File: src/hdl/lfid_ram.sv
// single-port synchronous ram with registered read data
`default_nettype none
module lfid_ram #(
  parameter int WIDTH = 8,
  parameter int ABITS = 8
) (
  input  wire logic             clk,
  input  wire logic             en,
  input  wire logic             we,
  input  wire logic [ABITS-1:0] addr,
  input  wire logic [WIDTH-1:0] wdata,
  output logic      [WIDTH-1:0] rdata
);

  logic [WIDTH-1:0] mem [2**ABITS];
  logic [WIDTH-1:0] rdata_r;

  // one access per cycle, read or write
  always_ff @(posedge clk) begin
    if (en) begin
      if (we) begin
        mem[addr] <= wdata;
      end else begin
        rdata_r <= mem[addr];
      end
    end
  end

  assign rdata = rdata_r;

endmodule
`default_nettype wire

File: config.mk
export PLATFORM = sky130hd
export DESIGN_NAME = lfid_ram
export DESIGN_NICKNAME = d
export VERILOG_FILES = /design/src/hdl/lfid_ram.sv
export SDC_FILE = /design/constraint.sdc
export NUM_CORES = 2
export LEC_CHECK = 0
export ABC_AREA = 1
export BUFFER_PORTS_ARGS = -buffer_cell sky130_fd_sc_hd__buf_2
export CORE_UTILIZATION = 50
export CTS_BUF_LIST = sky130_fd_sc_hd__clkbuf_8
export DETAILED_ROUTE_END_ITERATION = 6
export PLACE_DENSITY = 0.65
export REMOVE_ABC_BUFFERS = 1
export SLEW_MARGIN = 10
export SYNTH_ARGS = -nofsm -noshare
export SYNTH_HDL_FRONTEND = slang
export SYNTH_SLANG_ARGS = --single-unit
File: constraint.sdc
create_clock -name clk -period 3.04 [get_ports clk]
set_input_delay 0.456 -clock clk [delete_from_list [all_inputs] [get_ports clk]]
set_output_delay 0.456 -clock clk [all_outputs]
set_load 0.03 [all_outputs]
==> impl_metrics.env <==
export IMPL_status="finished, final reports clean"
export IMPL_cts_buffer_depth=4
export IMPL_ys_seq_area_share_pct=72.8
export IMPL_antenna_found_initial=10
export IMPL_crit_path_max_incr_delay_ns=0.64
export IMPL_p_int_w=0.0432
export IMPL_grt_max_degree=92
export IMPL_synth_area_per_cell_um2=10.7
export IMPL_grt_remaining_overflow=0
export IMPL_gp_congestion=0.903
export IMPL_maxSlewHeadroom_pct=39.6
export IMPL_grt_pass1_wl_um=346000
export IMPL_crit_path_top_delay_cell="edfxtp_1"
export IMPL_grt_pass1_vias=56900
export IMPL_dp_cells=10300
export IMPL_p_clk_share_pct=38.3
export IMPL_cellPowerDensity_nw_per_um2=581
export IMPL_hold_class="primary input to flip-flop"
export IMPL_firstDrtPassIters=6
export IMPL_period_needed_ns=2.44
export IMPL_p_seq_share_pct=55.3
export IMPL_areaGrowthSynthToFinish_pct=14.6
export IMPL_cts_root_buf="clkbuf_8"
export IMPL_die_w_um=414
export IMPL_setup_violations=0
export IMPL_cts_made_buffers=341
export IMPL_clock_latency_ns=1.05
export IMPL_place_ws_ns=-0.142
export IMPL_ios=27
export IMPL_cts_max_level=5
export IMPL_final_cell_mix="nand2_1, edfxtp_1, buf_4"
export IMPL_core_area_um2=168000
export IMPL_ys_warn_count=0
export IMPL_wire_per_inst_um=21.1
export IMPL_cts_resized=0
export IMPL_finalCritPeriodShare_pct=80.4
export IMPL_io_buffer_count=26
export IMPL_cp_arrival_ns=1.99
export IMPL_die_y_um=414
export IMPL_finalWorstSetupSlack_ns=0.596
export IMPL_worst_pin_slew_ns=0.906
export IMPL_stdcell_count=10900
export IMPL_cp_max_fo=1
export IMPL_drc=0
export IMPL_dr_total_vias=58400
export IMPL_clk_pin_slew_ns=0.07
export IMPL_grt_total_usage_pct=27.1
export IMPL_layout_commonest_cell="nand2_1"
export IMPL_drv_slew=0
export IMPL_n_fill_cell=14000
export IMPL_cts_setup_buffers=0
export IMPL_path_buf_inv=1
export IMPL_endpoint_kind="primary output"
export IMPL_synth_distinct_cells=14
export IMPL_dpl_cell_area_um2=91200
export IMPL_cts_sinks=2056
export IMPL_p_sw_share_pct=23.5
export IMPL_drt_initial_drc_count=5718
export IMPL_antenna_left=0
export IMPL_dpl_hpwl_um=139000
export IMPL_drive_above_1_share_pct=11.4
export IMPL_clock_skew_ns=0.0806
export IMPL_synth_seq_cells=2056
export IMPL_crit_family="flip-flops"
export IMPL_viasPerCell=5.35
export IMPL_start_util_pct=50.6
export IMPL_final_area_um2=97200
export IMPL_drt_wl_total_um=230000
export IMPL_cap_violations=0
export IMPL_crit_type="flip-flop to primary output"
export IMPL_syn_area_um2=84800
export IMPL_crit_path_start_kind="flip-flop"
export IMPL_p_switching_w=0.0133
export IMPL_dieArea_um2=171000
export IMPL_leakage_nw=39.6
export IMPL_rows=150
export IMPL_hold_violations=0
export IMPL_required_ns=2.58
export IMPL_nets=8492
export IMPL_peakVddDrop_v=0.000581
export IMPL_rsz0062_at_grt="no"
export IMPL_cts_tree="yes"
export IMPL_p_comb_share_pct=6.4
export IMPL_max_freq_mhz=409
export IMPL_syn_inst=7960
export IMPL_worstPathCellList="buf_2"
-- cell type report --
| type | instances | area [µm²] | share of cell area (%) |
|---|---|---|---|
| diodes | 2 | 5.00 | 0.00515 |
| clock buffers | 351 | 4830 | 4.97 |
| clock inverters | 221 | 1010 | 1.04 |
| inverters | 16 | 85.1 | 0.0875 |
| multi-input cells | 5464 | 21200 | 21.8 |
| flip-flops and latches | 2056 | 61700 | 63.5 |
| well taps | 2204 | 2760 | 2.84 |
| repair buffers | 594 | 5580 | 5.74 |
-- state kept, by name (all words and copies together) (netlist names) --
register / cells
mem: 2048
rdata: 8
-- logic make-up after synthesis --
kind of cell	Yosys count	synth area share, %
compound gates	128	0.755
flops	2056	72.8
buf+inv	440	2.36
simple gates	5336	24.1
-- per-stage QoR --
step           hold WS (ns)  TNS [ns]  util, %  power (W)
3_5_place_dp          0.923    -0.262     54.4     0.0354
3_3_place_gp          0.917    -0.162     54.4     0.0354
5_1_grt               0.154         0     57.9     0.0583
2_1_floorplan         0.555         -        -     0.0336
6_report              0.159         0     57.9     0.0565
4_1_cts              0.0630         0     57.9     0.0569
-- cells in the mapped netlist --
cell,n,area share [%]
buf_1,35,0.15
buf_2,214,1.3
buf_4,5,0.044
buf_6,9,0.12
clkbuf_1,161,0.71
clkinv_1,2,0.0089
edfxtp_1,2056,73
inv_1,11,0.049
inv_2,3,0.013
nand2_1,4695,21
nand3_1,256,1.5
nand4_1,40,0.29
nor2_1,345,1.5
o21ai_1,128,0.76
-- worst paths after layout --
| check | startpoint | end | slack, ns | depth (start not counted) |
|---|---|---|---|---|
| max | rdata[3]$_DFFE_PP_ | rdata[3] | 0.60 | 1 |
| min | addr[5] | mem[93][3]$_DFFE_PP_ | 0.16 | 4 |
| max reg2reg | mem[125][2]$_DFFE_PP_ | rdata[2]$_DFFE_PP_ | 0.63 | 13 |
| min reg2reg | mem[171][1]$_DFFE_PP_ | rdata[1]$_DFFE_PP_ | 1.09 | 10 |
-- power by group through the flow --
stage	combinational, W	clock (W)	sequential (W)
6_report	0.00359	0.0216	0.0313
5_1_grt	0.00391	0.0231	0.0312
4_1_cts	0.00358	0.0220	0.0313
3_5_place_dp	0.00356	0	0.0318
3_3_place_gp	0.00352	0	0.0318
2_1_floorplan	0.00178	0	0.0319
-- per-layer routing --
layer  vias to the layer above  part of all wire, %  wire length [µm]  GRT usage [%]
li1                      27300                    -                 -              -
met1                     28100                   41             94800           37.2
met2                      2449                   46            107000           42.8
met3                       493                  8.8             20200           5.30
met4                         2                  3.6              8400           10.4
met5                         -               0.0035                 8              0
-- timing repair --
item,CTS,global route
hold endpoints to repair,456,0
hold buffers,10,0
setup endpoints to repair,0,0
Power figures use the tool's default switching activity.
